===== config.mk =====
export PLATFORM = sky130hd
export DESIGN_NAME = line_pixel_generator_unit_flat
export DESIGN_NICKNAME = d
export VERILOG_FILES = /design/src/rtl/core/lpg_pkg.sv /design/src/rtl/core/lpg_cmd_if.sv /design/src/rtl/core/lpg_front.sv /design/src/rtl/core/lpg_queue.sv /design/src/rtl/core/lpg_back.sv /design/src/rtl/core/line_pixel_generator_unit.sv /design/src/flat_wrapper.sv
export SDC_FILE = /design/constraint.sdc
export NUM_CORES = 1
export LEC_CHECK = 0
export BUFFER_PORTS_ARGS = -buffer_cell sky130_fd_sc_hd__buf_2
export CELL_PAD_IN_SITES_DETAIL_PLACEMENT = 0
export CELL_PAD_IN_SITES_GLOBAL_PLACEMENT = 2
export CORE_MARGIN = 2
export CORE_UTILIZATION = 44
export DETAILED_ROUTE_END_ITERATION = 6
export HOLD_SLACK_MARGIN = 0.06
export PLACE_DENSITY = 0.93
export SYNTH_ARGS = -nofsm -noshare
export SYNTH_HDL_FRONTEND = slang
export SYNTH_SLANG_ARGS = --single-unit

===== constraint.sdc =====
create_clock -name clk -period 8.74 [get_ports clk]
set_clock_uncertainty 0.15 [all_clocks]
set_input_delay 1.748 -clock clk [delete_from_list [all_inputs] [get_ports clk]]
set_output_delay 1.748 -clock clk [all_outputs]
set_load 0.1 [all_outputs]

===== src/rtl/core/lpg_pkg.sv =====
// shared types and constants of the line pixel generator
// used by the interfaces and every module of the block
package lpg_pkg;

  localparam int COORD_BITS     = 9;
  localparam int OUT_BITS       = 10;
  localparam int COLOR_BITS     = 16;
  localparam int OFFSET_BITS    = 8;
  localparam int ERR_BITS       = COORD_BITS + 1;
  localparam int LEFT_BITS      = COORD_BITS + 1;
  localparam int QUEUE_DEPTH    = 2;
  localparam int QPTR_BITS      = $clog2(QUEUE_DEPTH);
  localparam int REG_INDEX_BITS = 1;

  localparam logic [REG_INDEX_BITS-1:0] REG_COLUMN_OFFSET = 1'b0;
  localparam logic [REG_INDEX_BITS-1:0] REG_ROW_OFFSET    = 1'b1;

  // step direction codes, two's complement
  localparam logic [1:0] DIR_NONE = 2'b00;
  localparam logic [1:0] DIR_POS  = 2'b01;
  localparam logic [1:0] DIR_NEG  = 2'b11;

  typedef enum logic {
    OP_START = 1'b0,
    OP_STEP  = 1'b1
  } op_t;

  // classified item as it waits between front and back
  typedef struct packed {
    op_t                   op;
    logic [COORD_BITS-1:0] start_x;
    logic [COORD_BITS-1:0] start_y;
    logic [1:0]            dir_x;
    logic [1:0]            dir_y;
    logic [COORD_BITS-1:0] delta_x;
    logic [COORD_BITS-1:0] delta_y;
    logic [COORD_BITS-1:0] distance;
    logic [COLOR_BITS-1:0] color;
  } lpg_entry_t;

endpackage


===== src/rtl/core/lpg_cmd_if.sv =====
// command channel and pixel channel of the line pixel generator
// depends on lpg_pkg
interface lpg_cmd_if import lpg_pkg::*; ();
  logic                  valid;
  logic                  ready;
  logic                  operation;
  logic [COORD_BITS-1:0] start_x;
  logic [COORD_BITS-1:0] start_y;
  logic [COORD_BITS-1:0] end_x;
  logic [COORD_BITS-1:0] end_y;
  logic [COLOR_BITS-1:0] pixel_color;

  modport source (output valid, operation, start_x, start_y, end_x, end_y, pixel_color,
                  input ready);
  modport sink (input valid, operation, start_x, start_y, end_x, end_y, pixel_color,
                output ready);
endinterface

interface lpg_pix_if import lpg_pkg::*; ();
  logic                  valid;
  logic                  ready;
  logic [OUT_BITS-1:0]   column;
  logic [OUT_BITS-1:0]   row;
  logic [COLOR_BITS-1:0] color;
  logic                  last;

  modport source (output valid, column, row, color, last, input ready);
  modport sink (input valid, column, row, color, last, output ready);
endinterface


===== src/rtl/core/lpg_front.sv =====
// front end: accepts command items and works out direction, deltas and distance
// depends on lpg_pkg and lpg_cmd_if
module lpg_front import lpg_pkg::*; (
  lpg_cmd_if.sink    cmd,
  input  logic       q_full,
  output logic       q_push,
  output lpg_entry_t q_entry
);

  logic                  x_fwd;
  logic                  y_fwd;
  logic [COORD_BITS-1:0] delta_x;
  logic [COORD_BITS-1:0] delta_y;

  assign cmd.ready = !q_full;
  assign q_push    = cmd.valid && !q_full;

  assign x_fwd   = cmd.end_x >= cmd.start_x;
  assign y_fwd   = cmd.end_y >= cmd.start_y;
  assign delta_x = x_fwd ? cmd.end_x - cmd.start_x : cmd.start_x - cmd.end_x;
  assign delta_y = y_fwd ? cmd.end_y - cmd.start_y : cmd.start_y - cmd.end_y;

  always_comb begin
    q_entry.op       = op_t'(cmd.operation);
    q_entry.start_x  = cmd.start_x;
    q_entry.start_y  = cmd.start_y;
    q_entry.delta_x  = delta_x;
    q_entry.delta_y  = delta_y;
    q_entry.distance = (delta_x > delta_y) ? delta_x : delta_y;
    q_entry.color    = cmd.pixel_color;
    if (delta_x == '0) begin
      q_entry.dir_x = DIR_NONE;
    end else if (x_fwd) begin
      q_entry.dir_x = DIR_POS;
    end else begin
      q_entry.dir_x = DIR_NEG;
    end
    if (delta_y == '0) begin
      q_entry.dir_y = DIR_NONE;
    end else if (y_fwd) begin
      q_entry.dir_y = DIR_POS;
    end else begin
      q_entry.dir_y = DIR_NEG;
    end
  end

endmodule


===== src/rtl/core/lpg_queue.sv =====
// short queue of classified items between front and back
// depends on lpg_pkg
module lpg_queue import lpg_pkg::*; (
  input  logic       clk,
  input  logic       rst,
  input  logic       push,
  input  lpg_entry_t push_entry,
  output logic       full,
  input  logic       pop,
  output logic       head_valid,
  output lpg_entry_t head_entry
);

  lpg_entry_t           slots [QUEUE_DEPTH];
  logic [QPTR_BITS-1:0] wr_ptr;
  logic [QPTR_BITS-1:0] rd_ptr;
  logic [QPTR_BITS:0]   count;

  assign full       = count == (QPTR_BITS+1)'(QUEUE_DEPTH);
  assign head_valid = count != '0;
  assign head_entry = slots[rd_ptr];

  always_ff @(posedge clk) begin
    if (push) begin
      slots[wr_ptr] <= push_entry;
    end
  end

  always_ff @(posedge clk) begin
    if (rst) begin
      wr_ptr <= '0;
      rd_ptr <= '0;
      count  <= '0;
    end else begin
      if (push) begin
        wr_ptr <= (wr_ptr == QPTR_BITS'(QUEUE_DEPTH - 1)) ? '0 : wr_ptr + 1'b1;
      end
      if (pop) begin
        rd_ptr <= (rd_ptr == QPTR_BITS'(QUEUE_DEPTH - 1)) ? '0 : rd_ptr + 1'b1;
      end
      if (push && !pop) begin
        count <= count + 1'b1;
      end else if (!push && pop) begin
        count <= count - 1'b1;
      end
    end
  end

endmodule


===== src/rtl/core/lpg_back.sv =====
// back end: holds the line state, runs the error accumulators, drives pixels
// depends on lpg_pkg and lpg_pix_if
module lpg_back import lpg_pkg::*; (
  input  logic                   clk,
  input  logic                   rst,
  input  logic                   q_valid,
  input  lpg_entry_t             q_entry,
  output logic                   q_pop,
  input  logic [OFFSET_BITS-1:0] column_offset,
  input  logic [OFFSET_BITS-1:0] row_offset,
  lpg_pix_if.source              pix
);

  logic                  active;
  logic [COORD_BITS-1:0] cur_x;
  logic [COORD_BITS-1:0] cur_y;
  logic [ERR_BITS-1:0]   err_x;
  logic [ERR_BITS-1:0]   err_y;
  logic [1:0]            dir_x;
  logic [1:0]            dir_y;
  logic [COORD_BITS-1:0] delta_x;
  logic [COORD_BITS-1:0] delta_y;
  logic [COORD_BITS-1:0] distance;
  logic [LEFT_BITS-1:0]  left;
  logic [COLOR_BITS-1:0] line_color;
  logic                  out_valid;

  logic                  out_free;
  logic                  is_start;
  logic                  emit;
  logic [ERR_BITS-1:0]   sum_x;
  logic [ERR_BITS-1:0]   sum_y;
  logic                  move_x;
  logic                  move_y;
  logic [COORD_BITS:0]   col_sum;
  logic [COORD_BITS:0]   row_sum;

  assign out_free = !out_valid || pix.ready;
  assign is_start = q_entry.op == OP_START;
  // a step with no line in progress is simply dropped
  assign q_pop    = q_valid && (is_start || !active || out_free);
  assign emit     = q_pop && !is_start && active;

  assign sum_x  = err_x + {1'b0, delta_x};
  assign sum_y  = err_y + {1'b0, delta_y};
  assign move_x = sum_x > {1'b0, distance};
  assign move_y = sum_y > {1'b0, distance};

  assign col_sum = {1'b0, cur_x} + (COORD_BITS+1)'(column_offset);
  assign row_sum = {1'b0, cur_y} + (COORD_BITS+1)'(row_offset);

  assign pix.valid = out_valid;

  always_ff @(posedge clk) begin
    if (rst) begin
      active    <= 1'b0;
      out_valid <= 1'b0;
    end else begin
      if (q_pop && is_start) begin
        active <= 1'b1;
      end else if (emit && left == LEFT_BITS'(1)) begin
        active <= 1'b0;
      end
      if (emit) begin
        out_valid <= 1'b1;
      end else if (pix.ready) begin
        out_valid <= 1'b0;
      end
    end
  end

  always_ff @(posedge clk) begin
    if (rst) begin
      cur_x      <= '0;
      cur_y      <= '0;
      err_x      <= '0;
      err_y      <= '0;
      dir_x      <= DIR_NONE;
      dir_y      <= DIR_NONE;
      delta_x    <= '0;
      delta_y    <= '0;
      distance   <= '0;
      left       <= '0;
      line_color <= '0;
    end else if (q_pop && is_start) begin
      cur_x      <= q_entry.start_x;
      cur_y      <= q_entry.start_y;
      err_x      <= '0;
      err_y      <= '0;
      dir_x      <= q_entry.dir_x;
      dir_y      <= q_entry.dir_y;
      delta_x    <= q_entry.delta_x;
      delta_y    <= q_entry.delta_y;
      distance   <= q_entry.distance;
      left       <= {1'b0, q_entry.distance} + 1'b1;
      line_color <= q_entry.color;
    end else if (emit) begin
      err_x <= move_x ? sum_x - {1'b0, distance} : sum_x;
      err_y <= move_y ? sum_y - {1'b0, distance} : sum_y;
      if (move_x) begin
        cur_x <= cur_x + {{(COORD_BITS-2){dir_x[1]}}, dir_x};
      end
      if (move_y) begin
        cur_y <= cur_y + {{(COORD_BITS-2){dir_y[1]}}, dir_y};
      end
      left <= left - 1'b1;
    end
  end

  // output register, loaded with the pixel as it was before the advance
  always_ff @(posedge clk) begin
    if (emit) begin
      pix.column <= OUT_BITS'(col_sum);
      pix.row    <= OUT_BITS'(row_sum);
      pix.color  <= line_color;
      pix.last   <= left == LEFT_BITS'(1);
    end
  end

endmodule


===== src/rtl/core/line_pixel_generator_unit.sv =====
// line pixel generator, top level
// depends on lpg_pkg, lpg_cmd_if, lpg_pix_if, lpg_front, lpg_queue, lpg_back
//
// usage:
//   cmd carries items: operation start loads endpoints and color and gives no
//   pixel, operation step gives the current pixel of the line and advances.
//   pix carries one pixel per step while a line is in progress, with last set
//   on the final one; distance+1 pixels per line. steps without a line are
//   dropped. write_enable/write_index/write_data set the column and row
//   offsets added to every pixel; write them only while the block is idle.
// path: a step accepted on cmd is written into a queue slot, popped by the back
//   end, and its pixel is loaded into the output register that drives pix.
// throughput: one item per cycle while no pixel is stalled on pix, set by the
//   single error accumulator update per cycle in the back end.
// reset: rst is synchronous; it drops any line in progress, empties the queue
//   and clears both offsets.
// stall: a pixel held on pix stalls the back end; the two-entry queue then
//   fills and cmd.ready falls. cmd.ready never depends on pix.ready in the
//   same cycle.
module line_pixel_generator_unit import lpg_pkg::*; (
  input  logic                      clk,
  input  logic                      rst,
  lpg_cmd_if.sink                   cmd,
  lpg_pix_if.source                 pix,
  input  logic                      write_enable,
  input  logic [REG_INDEX_BITS-1:0] write_index,
  input  logic [OFFSET_BITS-1:0]    write_data
);

  logic                   q_push;
  logic                   q_full;
  logic                   q_pop;
  logic                   q_valid;
  lpg_entry_t             push_entry;
  lpg_entry_t             head_entry;
  logic [OFFSET_BITS-1:0] column_offset;
  logic [OFFSET_BITS-1:0] row_offset;

  always_ff @(posedge clk) begin
    if (rst) begin
      column_offset <= '0;
      row_offset    <= '0;
    end else if (write_enable) begin
      case (write_index)
        REG_COLUMN_OFFSET: column_offset <= write_data;
        REG_ROW_OFFSET:    row_offset    <= write_data;
        default: begin
        end
      endcase
    end
  end

  lpg_front u_front (
    .cmd     (cmd),
    .q_full  (q_full),
    .q_push  (q_push),
    .q_entry (push_entry)
  );

  lpg_queue u_queue (
    .clk        (clk),
    .rst        (rst),
    .push       (q_push),
    .push_entry (push_entry),
    .full       (q_full),
    .pop        (q_pop),
    .head_valid (q_valid),
    .head_entry (head_entry)
  );

  lpg_back u_back (
    .clk           (clk),
    .rst           (rst),
    .q_valid       (q_valid),
    .q_entry       (head_entry),
    .q_pop         (q_pop),
    .column_offset (column_offset),
    .row_offset    (row_offset),
    .pix           (pix)
  );

endmodule


===== src/flat_wrapper.sv =====
// flat-port wrapper written by rule: the top's interface ports become plain ports
module line_pixel_generator_unit_flat import lpg_pkg::*;
  (clk, rst, write_enable, write_index, write_data, cmd_valid, cmd_operation, cmd_start_x, cmd_start_y, cmd_end_x, cmd_end_y, cmd_pixel_color, cmd_ready, pix_valid, pix_column, pix_row, pix_color, pix_last, pix_ready);
  lpg_cmd_if cmd_i ();
  lpg_pix_if pix_i ();
  input  logic clk;
  input  logic rst;
  input  logic write_enable;
  input  logic [REG_INDEX_BITS-1:0] write_index;
  input  logic [OFFSET_BITS-1:0] write_data;
  input wire logic [$bits(cmd_i.valid)-1:0] cmd_valid;
  input wire logic [$bits(cmd_i.operation)-1:0] cmd_operation;
  input wire logic [$bits(cmd_i.start_x)-1:0] cmd_start_x;
  input wire logic [$bits(cmd_i.start_y)-1:0] cmd_start_y;
  input wire logic [$bits(cmd_i.end_x)-1:0] cmd_end_x;
  input wire logic [$bits(cmd_i.end_y)-1:0] cmd_end_y;
  input wire logic [$bits(cmd_i.pixel_color)-1:0] cmd_pixel_color;
  output wire logic [$bits(cmd_i.ready)-1:0] cmd_ready;
  output wire logic [$bits(pix_i.valid)-1:0] pix_valid;
  output wire logic [$bits(pix_i.column)-1:0] pix_column;
  output wire logic [$bits(pix_i.row)-1:0] pix_row;
  output wire logic [$bits(pix_i.color)-1:0] pix_color;
  output wire logic [$bits(pix_i.last)-1:0] pix_last;
  input wire logic [$bits(pix_i.ready)-1:0] pix_ready;
  assign cmd_i.valid = cmd_valid;
  assign cmd_i.operation = cmd_operation;
  assign cmd_i.start_x = cmd_start_x;
  assign cmd_i.start_y = cmd_start_y;
  assign cmd_i.end_x = cmd_end_x;
  assign cmd_i.end_y = cmd_end_y;
  assign cmd_i.pixel_color = cmd_pixel_color;
  assign cmd_ready = cmd_i.ready;
  assign pix_valid = pix_i.valid;
  assign pix_column = pix_i.column;
  assign pix_row = pix_i.row;
  assign pix_color = pix_i.color;
  assign pix_last = pix_i.last;
  assign pix_i.ready = pix_ready;
  line_pixel_generator_unit u_core (.clk(clk), .rst(rst), .cmd(cmd_i), .pix(pix_i), .write_enable(write_enable), .write_index(write_index), .write_data(write_data));
endmodule

Word level (Yosys, flattened, before mapping) --
Memories as Yosys holds them, arrays and structs flattened. A register that Yosys moved wholly into a read port is not among the register bits. Index checks and enable logic that the tools add are counted.
Operators by class: $add $sub $neg 18, magnitude comparators 5, equality and inequality tests 2, multiplexer cells 29, bitwise logic cells 2, reductions and logical operators 30
Operators by type and width (number):
- 9-bit 2-to-1 mux | 9
- 10-bit 2-to-1 mux | 4
- 9-bit subtractor | 4
- 10-bit by 9-bit adder with 10-bit output | 2
- 9-bit by 8-bit adder with 10-bit output | 2
- 10-bit by 9-bit greater-than comparator with 1-bit output | 2
- 10-bit by 9-bit subtractor with 10-bit output | 2
- 9-bit adder | 2
- 9-bit greater-or-equal comparator | 2
- 9-bit zero test | 2
- 2-bit nonzero test | 7
- 2-bit 2-to-1 mux | 6
- 9-bit by 1-bit adder with 10-bit output (second input constant) | 1
- 10-bit by 1-bit equality test with 1-bit output (second input constant) | 1
- 1-bit 2-to-1 mux | 10
- 10-bit by 1-bit subtractor with 10-bit output (second input constant) | 1
- 9-bit greater-than comparator | 1
- 1-bit logical AND | 8
- 2-bit AND reduction | 4
- 1-bit zero test | 5
- 1-bit logical OR | 3
- 1-bit adder (second input constant) | 2
- 2-bit by 1-bit adder with 2-bit output (second input constant) | 1
- 2-bit equality test (second input constant) | 1
- 3 further kinds | 4
Word-level totals: register bits after elaboration 154, RAM bits 132, bits of input ports 67, output and inout port bits 39, logic and storage cells 109, memories kept 1
Memories:
- u_core.u_queue.slots | words 2, bits a word 66, rd ports 1, clocked after Yosys merged registers in 1, wr ports 1, line lpg_queue.sv:14 | lpg_entry_t slots [QUEUE_DEPTH];

Longest topological paths before layout --
Gate-level depths: netlist (run 1).
depth after elaboration 9, mapped depth 18, depth with buffers taken out 17

Modules after synthesis --
From an unflattened synthesis (run 1), not the netlist that was laid out.
Unflattened totals: cell total of the unflattened synthesis 1501, area total of the unflattened synthesis 16012.9 sq um
Modules (own cells, without submodules):
- lpg_back | instances 1, cells each 892, area an instance 8050.2 sq um, seq. area each 3052.9 sq um
- lpg_queue | instances 1, cells each 227, area an instance 4983.5 sq um, seq. area each 4063.9 sq um
- lpg_front | instances 1, cells each 318, area an instance 2304.7 sq um, seq. area each 0.0 sq um
- line_pixel_generator_unit | instances 1, cells each 64, area an instance 674.4 sq um, seq. area each 320.3 sq um

Worst setup path before layout (run 1) --
Ideal clock, no wire load.
path kind in2reg, start point in cmd_end_y[7], end point mem u_core.u_queue.slots[0][19] (netlist bit) (data pin), library setup time 0.262 ns, data arrival time 5.328 ns, required time 8.328 ns, setup slack 3.000 ns, cell stages on the path 18, path buffers 2, path through inv_1 ha_1 buf_6 nand4_4 o21bai_2 a211o_1 nor3_2 mux2i_1 o211ai_2 xor2_1 inv_1 ha_1 a21o_1 a21o_1 a21oi_1 o22a_1 buf_6 mux2_4
RTL lines:
- from (decl) | line flat_wrapper.sv:16 | input wire logic [$bits(cmd_i.end_y)-1:0] cmd_end_y;
- to (decl) | line lpg_queue.sv:14

==> results of run 1 <==
==> layout make-up <==
cell class	count	area [µm²]	share of cell area, %
sequential	287	7440	42.3
clock buffer	45	975	5.55
timing repair buffer	115	601	3.42
inverter	113	425	2.42
tap	455	569	3.24
clock inverter	17	169	0.961
multi-input combinational	991	7400	42.1
==> sequential cells by signal, summed over array words and instances, names as in the netlist, 2 cells and up, named ones only <==
name / count
u_core.u_queue.slots: 132
u_core.u_back.err_x: 10
u_core.u_back.pix.color: 16
u_core.u_back.err_y: 10
u_core.u_back.left: 10
u_core.u_queue.count: 2
u_core.column_offset: 8
u_core.u_back.dir_x: 2
u_core.u_back.line_color: 16
u_core.u_back.delta_y: 9
u_core.u_back.cur_y: 9
u_core.u_back.pix.column: 10
u_core.row_offset: 8
u_core.u_back.dir_y: 2
u_core.u_back.pix.row: 10
u_core.u_back.distance: 9
u_core.u_back.cur_x: 9
u_core.u_back.delta_x: 9
==> cell usage after synthesis (6+ instances only) <==
master,instances,area [µm²]
edfxtp_1,169,5070
o31ai_1,6,45.0
nor3_1,29,145
o21a_1,11,82.6
a211oi_1,61,458
xnor2_1,58,508
ha_1,114,1430
a21boi_0,6,45.0
nand2_1,48,180
buf_1,12,45.0
buf_6,7,78.8
nand4_1,14,87.6
dfxtp_1,118,2360
o21bai_1,6,45.0
o21ai_0,63,315
nand3_1,24,120
a21oi_1,117,586
nor2_1,119,447
fa_1,12,240
nand2b_1,11,68.8
xor2_1,25,219
a21o_1,34,255
or3_1,12,75.1
a31oi_1,7,43.8
nor2b_1,29,181
clkbuf_1,37,139
mux2i_1,91,911
o311a_1,7,70.1
inv_1,112,420
==> stage by stage <==
stage          total power [mW]  util (%)  hold slack [ns]
2_1_floorplan              3.98         -            0.259
3_3_place_gp               4.53      47.5            0.264
3_5_place_dp               4.55      47.5            0.268
4_1_cts                    5.99      50.8            0.280
5_1_grt                    6.37      50.8            0.291
6_report                   5.97      50.8            0.282
==> power by group through the flow <==
stage	clock network [mW]	logic, mW	registers (mW)
5_1_grt	1.50	2.87	2.00
2_1_floorplan	0	1.96	2.02
3_3_place_gp	0	2.54	1.99
3_5_place_dp	0	2.55	2.00
6_report	1.42	2.58	1.97
4_1_cts	1.45	2.57	1.97
==> worst max-delay path, delay by kind of cell <==
family	cells	cell delay, ns
xor+xnor	1	0.27
fa+ha+maj	2	0.71
mux	2	0.63
buf+inv	3	0.26
simple gates	2	0.81
compound gates	7	1.62
==> cells by family after synthesis <==
| logic type | count (synthesis) | share of synthesized area, % |
|---|---|---|
| mux | 100 | 6.64 |
| fa+ha+maj | 127 | 10.8 |
| flops | 287 | 47.9 |
| compound gates | 365 | 15.3 |
| buf+inv | 176 | 4.69 |
| xor+xnor | 83 | 4.68 |
| simple gates | 316 | 10.0 |
==> layer usage <==
layer  wire [µm]  vias to the layer above  part of all wire [%]
met5           0                        -                     0
met4         595                        0                   1.7
met3        1470                       40                   4.1
met2       16200                      237                    45
met1       17400                     5158                    49
li1            -                     5469                     -
==> worst paths after layout <==
kind | start | end | slack [ns] | depth (start not counted)
hold / removal | u_core.u_back.line_color[6] | u_core.u_back.pix.color[6] | 0.28 | 0
setup / recovery | cmd_end_y[3] | u_core.u_queue.slots[0][19] | 2.77 | 17
setup reg to reg | u_core.u_back.delta_y[0] | u_core.u_back.cur_y[0] | 4.07 | 15
hold reg to reg | u_core.u_back.line_color[6] | u_core.u_back.pix.color[6] | 0.28 | 0
==> placed cells by master (no fill, tap or decap), drive strengths merged, types with 8 or more instances in the layout <==
master,n
edfxtp,169
nor2,122
a21oi,118
dfxtp,118
inv,116
buf,115
ha,114
mux2i,91
o21ai,67
a211oi,62
xnor2,58
nand2,48
clkbuf,45
a21o,36
nor3,30
nor2b,29
xor2,25
nand3,24
nand4,15
or3,12
fa,12
nand2b,11
o21a,11
mux2,9
clkinv,8
==> results_dict.tcl, run 1 <==
set metrics [dict create \
    run_status "finished clean" \
    pwr-share-clk_pct 23.8 \
    antenna_cells 0 \
    timing.critical_path.cells "buf_2 -> inv_1 -> ha_1 -> nand4_1 -> o21bai_2 -> a211o_1 -> nor3_2 -> mux2i_1 -> o211ai_2 -> xor2_1 -> inv_1 -> ha_1 -> a21o_1 -> a21o_1 -> a21oi_1 -> o22a_1 -> mux2_4" \
    final_instance_area_um2 17600 \
    power.combinational.fraction_pct 43.2 \
    antenna_violating_nets_post_route 0 \
    report.final.setup_viol 0 \
    holdCritPathClass "reg2reg" \
    drc 0 \
    ir_drop_v 0.000164 \
    grt_setup_unrepaired "no" \
    use_met1_pct 27.8 \
    syn2layout_area_growth_pct 13.1 \
    synthesis.area_um2 15500 \
    final.period_utilization_pct 68.3 \
    worst_ep_arrival_time_ns 6.07 \
    clk_latency_ns 0.52 \
    gr-usage-all-layers_pct 19.4 \
    timing_worst_setup_path_type "in2reg" \
    post_drt_wl_per_cell_um 17.6 \
    worst_slew_pin_slew_ns 1.01 \
    average_cell_area_after_synthesis_um2 10.7 \
    maximum_number_of_pins_on_one_net_before_global_route_repair 75 \
    fp-row-count 68 \
    cts-hold-fix-buffers 0 \
    tns_ns 0 \
    cellInternalPower_mw 3.65 \
    critPathMaxFanout 9 \
    initial_utilization_pct 44.9 \
    nets 1735 \
    async_flop_share_pct 0 \
    placed_wire_length_estimate_after_detailed_placement_um 25800 \
    cpMaxStageDelayCell "nor3_2" \
    cap_viol_max_count 0 \
    drt_pre_antenna_iters 5 \
    met2_usage_pct 31.4 \
    cts_num_sinks 287 \
    finalWorstPathRequiredPeriod_ns 5.97 \
    die_w_um 192 \
    power_frac_seq_pct 33.0 \
    totalWireLength_um 35700 \
    number_of_global_route_vias_before_repair 10437 \
    layoutNonFillerInstCount 2023 \
    synth-warning-count 0 \
    power.density_cell_area_nw_per_um2 340 \
    clockRootBuffer "clkbuf_16" \
    power.share.switching_pct 38.8 \
    routed-via-count 10904 \
    startpoint_type_of_the_worst_setup_path "input pin" \
    htree_levels 2 \
    total_switching_power_mw 2.31 \
    grt_antenna_before_repair 0 \
    num-fill-cells 3106 \
    cts_post_setup_buffers_inserted 0 \
    post_drt_via_cell_ratio 5.39 \
    setup.worst_path.end_class "flip-flop" \
    gp_congestion 0.857 \
    synth_ff_type "edfxtp_1" \
    grt_pass1_wl_um 56000 \
    placed_cells 1961 \
    dp_worst_setup_slack_ns 2.23 \
    clock_path_buffers 3 \
    worst_ep_required_time_ns 8.84 \
    drtIter0Drc 718 \
    synthesis.instances 1454 \
    worst_slack_ns 2.77 \
    gr-total-overflow 0 \
    global_route.peak_usage_layer "met2" \
    portBuffers 105 \
    design.die.area_um2 36800 \
    max_freq_ghz 0.167 \
    coreArea_um2 34600 \
    synth_seq_cells 287 \
    synth_enable_flop_cells 169 \
    cts_repair_resized_insts 0 \
    final_layout_size_suffix_gt1_share_pct 13.0 \
    synth_seq_area_share_pct 47.9 \
    syn_nets 1647 \
    ioPinCount 106 \
    die_h_um 192 \
    placedInstanceArea_um2 16400 \
    slew_viol_final 0 \
    hold_violations 0 \
    clk_transition_reported_paths_ns 0.06 \
    synth_cell_type_count 77 \
    leakagePower_nw 7.14 \
    cts-buffers-inserted 34 \
    cpPeakStageDelay_ns 0.62 \
    max_slew_margin_pct 32.5 \
    tritoncts "built" \
    grt.met3_usage_pct 2.12 \
]
(Power assumes the default switching activity.)
==> run 2, diff against run 1 <==
CORE_UTILIZATION = 41   (was 44)
PLACE_DENSITY = 0.88   (was 0.93)
clock period = 5.9 ns   (was 8.74 ns; I/O delays follow)
==> results_dict.tcl, run 2 (synthesis results as in run 1) <==
set metrics [dict create \
    run_status "finished clean" \
    clk_latency_ns 0.52 \
    clk_transition_reported_paths_ns 0.06 \
    gr-total-overflow 0 \
    gr-usage-all-layers_pct 18.6 \
    final_layout_size_suffix_gt1_share_pct 13.2 \
    design.die.area_um2 39500 \
    clock_path_buffers 3 \
    placed_cells 2029 \
    number_of_global_route_vias_before_repair 10753 \
    grt_pass1_wl_um 57200 \
    layout_commonest_cell "edfxtp_1" \
    post_drt_wl_per_cell_um 17.5 \
    drc 0 \
    nets 1747 \
    placed_wire_length_estimate_after_detailed_placement_um 26600 \
    cap_viol_max_count 0 \
    cts-buffers-inserted 34 \
    fp-row-count 71 \
    drt_pre_antenna_iters 5 \
    maximum_number_of_pins_on_one_net_before_global_route_repair 68 \
    biggest_register "u_core.u_queue.slots" \
    cts_num_sinks 287 \
    initial_utilization_pct 41.4 \
    worst_ep_required_time_ns 6.01 \
    ir_drop_v 0.000196 \
    coreArea_um2 37500 \
    die_h_um 199 \
    portBuffers 105 \
    hold_violations 0 \
    max_slew_margin_pct 32.2 \
    largest_reg_flops 132 \
    timing_worst_setup_path_type "in2reg" \
    finalWorstPathRequiredPeriod_ns 5.12 \
    startpoint_type_of_the_worst_setup_path "input pin" \
    die_w_um 199 \
    htree_levels 2 \
    slew_viol_final 0 \
    tritoncts "built" \
    totalWireLength_um 36500 \
    power.density_cell_area_nw_per_um2 500 \
    syn2layout_area_growth_pct 14.0 \
    max_freq_ghz 0.195 \
    critPathMaxFanout 9 \
    mostFrequentLayoutCells "edfxtp_1, nor2_1, a21oi_1, dfxtp_1, ha_1" \
    ioPinCount 106 \
    cts_repair_resized_insts 0 \
    grt_antenna_before_repair 1 \
    grt_setup_unrepaired "no" \
    timing.critical_path.cells "buf_2 -> inv_1 -> ha_1 -> nand4_4 -> o21bai_2 -> a211o_1 -> nor3_2 -> buf_4 -> mux2i_1 -> ha_1 -> nor2b_1 -> o21a_1 -> o21a_1 -> o21ai_0 -> maj3_1 -> o22a_1 -> buf_4 -> mux2_4" \
    gp_congestion 0.822 \
    drtIter0Drc 651 \
    cts-hold-fix-buffers 0 \
    routed-via-count 10998 \
    cts_post_setup_buffers_inserted 0 \
    holdCritPathClass "reg2reg" \
    worst_slew_pin_slew_ns 1.02 \
    report.final.setup_viol 0 \
    cpPeakStageDelay_ns 0.44 \
    worst_ep_arrival_time_ns 5.23 \
    leakagePower_nw 7.20 \
    clockRootBuffer "clkbuf_16" \
    layoutNonFillerInstCount 2092 \
    tns_ns 0 \
    final.period_utilization_pct 86.7 \
    setup.worst_path.end_class "flip-flop" \
    post_drt_via_cell_ratio 5.26 \
    cpMaxStageDelayCell "ha_1" \
    biggestRegsByFlops "u_core.u_queue.slots (132), u_core.u_back.line_color (16), u_core.u_back.pix.color (16)" \
    antenna_violating_nets_post_route 0 \
]
-- run 2: critical path, delay by kind of cell --
kind / cells / cell delay (ns)
adder cells (fa/ha/maj): 3 / 0.96
AO/OA/AOI/OAI: 6 / 1.18
multiplexers: 2 / 0.73
AND/OR/NAND/NOR: 3 / 0.62
buffers and inverters: 4 / 0.57
-- run 2: final timing paths --
| kind | from | endpoint | slack, ns | cells after the start |
|---|---|---|---|---|
| worst max-delay path | cmd_end_y[4] | u_core.u_queue.slots[1][21] | 0.78 | 18 |
| worst min-delay path | u_core.u_back.line_color[7] | u_core.u_back.pix.color[7] | 0.28 | 0 |
| worst max register to register | u_core.u_back.err_x[0] | u_core.u_back.cur_x[4] | 1.58 | 15 |
| worst min register to register | u_core.u_back.line_color[7] | u_core.u_back.pix.color[7] | 0.28 | 0 |
-- run 2: per-stage QoR --
| step | total power [mW] | util (%) | instance area [µm²] | hold slack [ns] | setup slack [ns] |
|---|---|---|---|---|---|
| 6_report | 8.85 | 47.2 | 17700 | 0.281 | 0.782 |
| 3_3_place_gp | 6.78 | 44.3 | 16600 | 0.262 | 0.462 |
| 3_5_place_dp | 6.81 | 44.3 | 16600 | 0.266 | 0.294 |
| 4_1_cts | 8.90 | 47.2 | 17700 | 0.281 | 0.819 |
| 2_1_floorplan | 5.90 | - | 15500 | 0.259 | 0.728 |
| 5_1_grt | 9.45 | 47.2 | 17700 | 0.293 | 0.630 |
-- run 2: per-layer routing --
layer / GRT usage (%) / up-vias / wire (µm)
li1: - / 5488 / -
met1: 25.4 / 5217 / 17400
met2: 29.5 / 234 / 16400
met4: 6.80 / 0 / 1040
met5: 0 / - / 0
met3: 3.09 / 59 / 1680
-- run 2: layout make-up --
class                      instances  area (µm²)
antenna                            1        2.50
clock buffer                      55        1050
clock inverter                     7        58.8
fill                            3546       19800
inverter                         113         425
multi-input combinational        991        7400
sequential                       287        7440
tap                              511         639
timing repair buffer             127         693
-- run 2: where the power goes --
group	leakage [nW]	internal [mW]	total, mW	switching [mW]
registers	2.52	2.63	2.93	0.299
clock network	0.548	1.27	2.06	0.790
logic	4.13	1.53	3.86	2.33
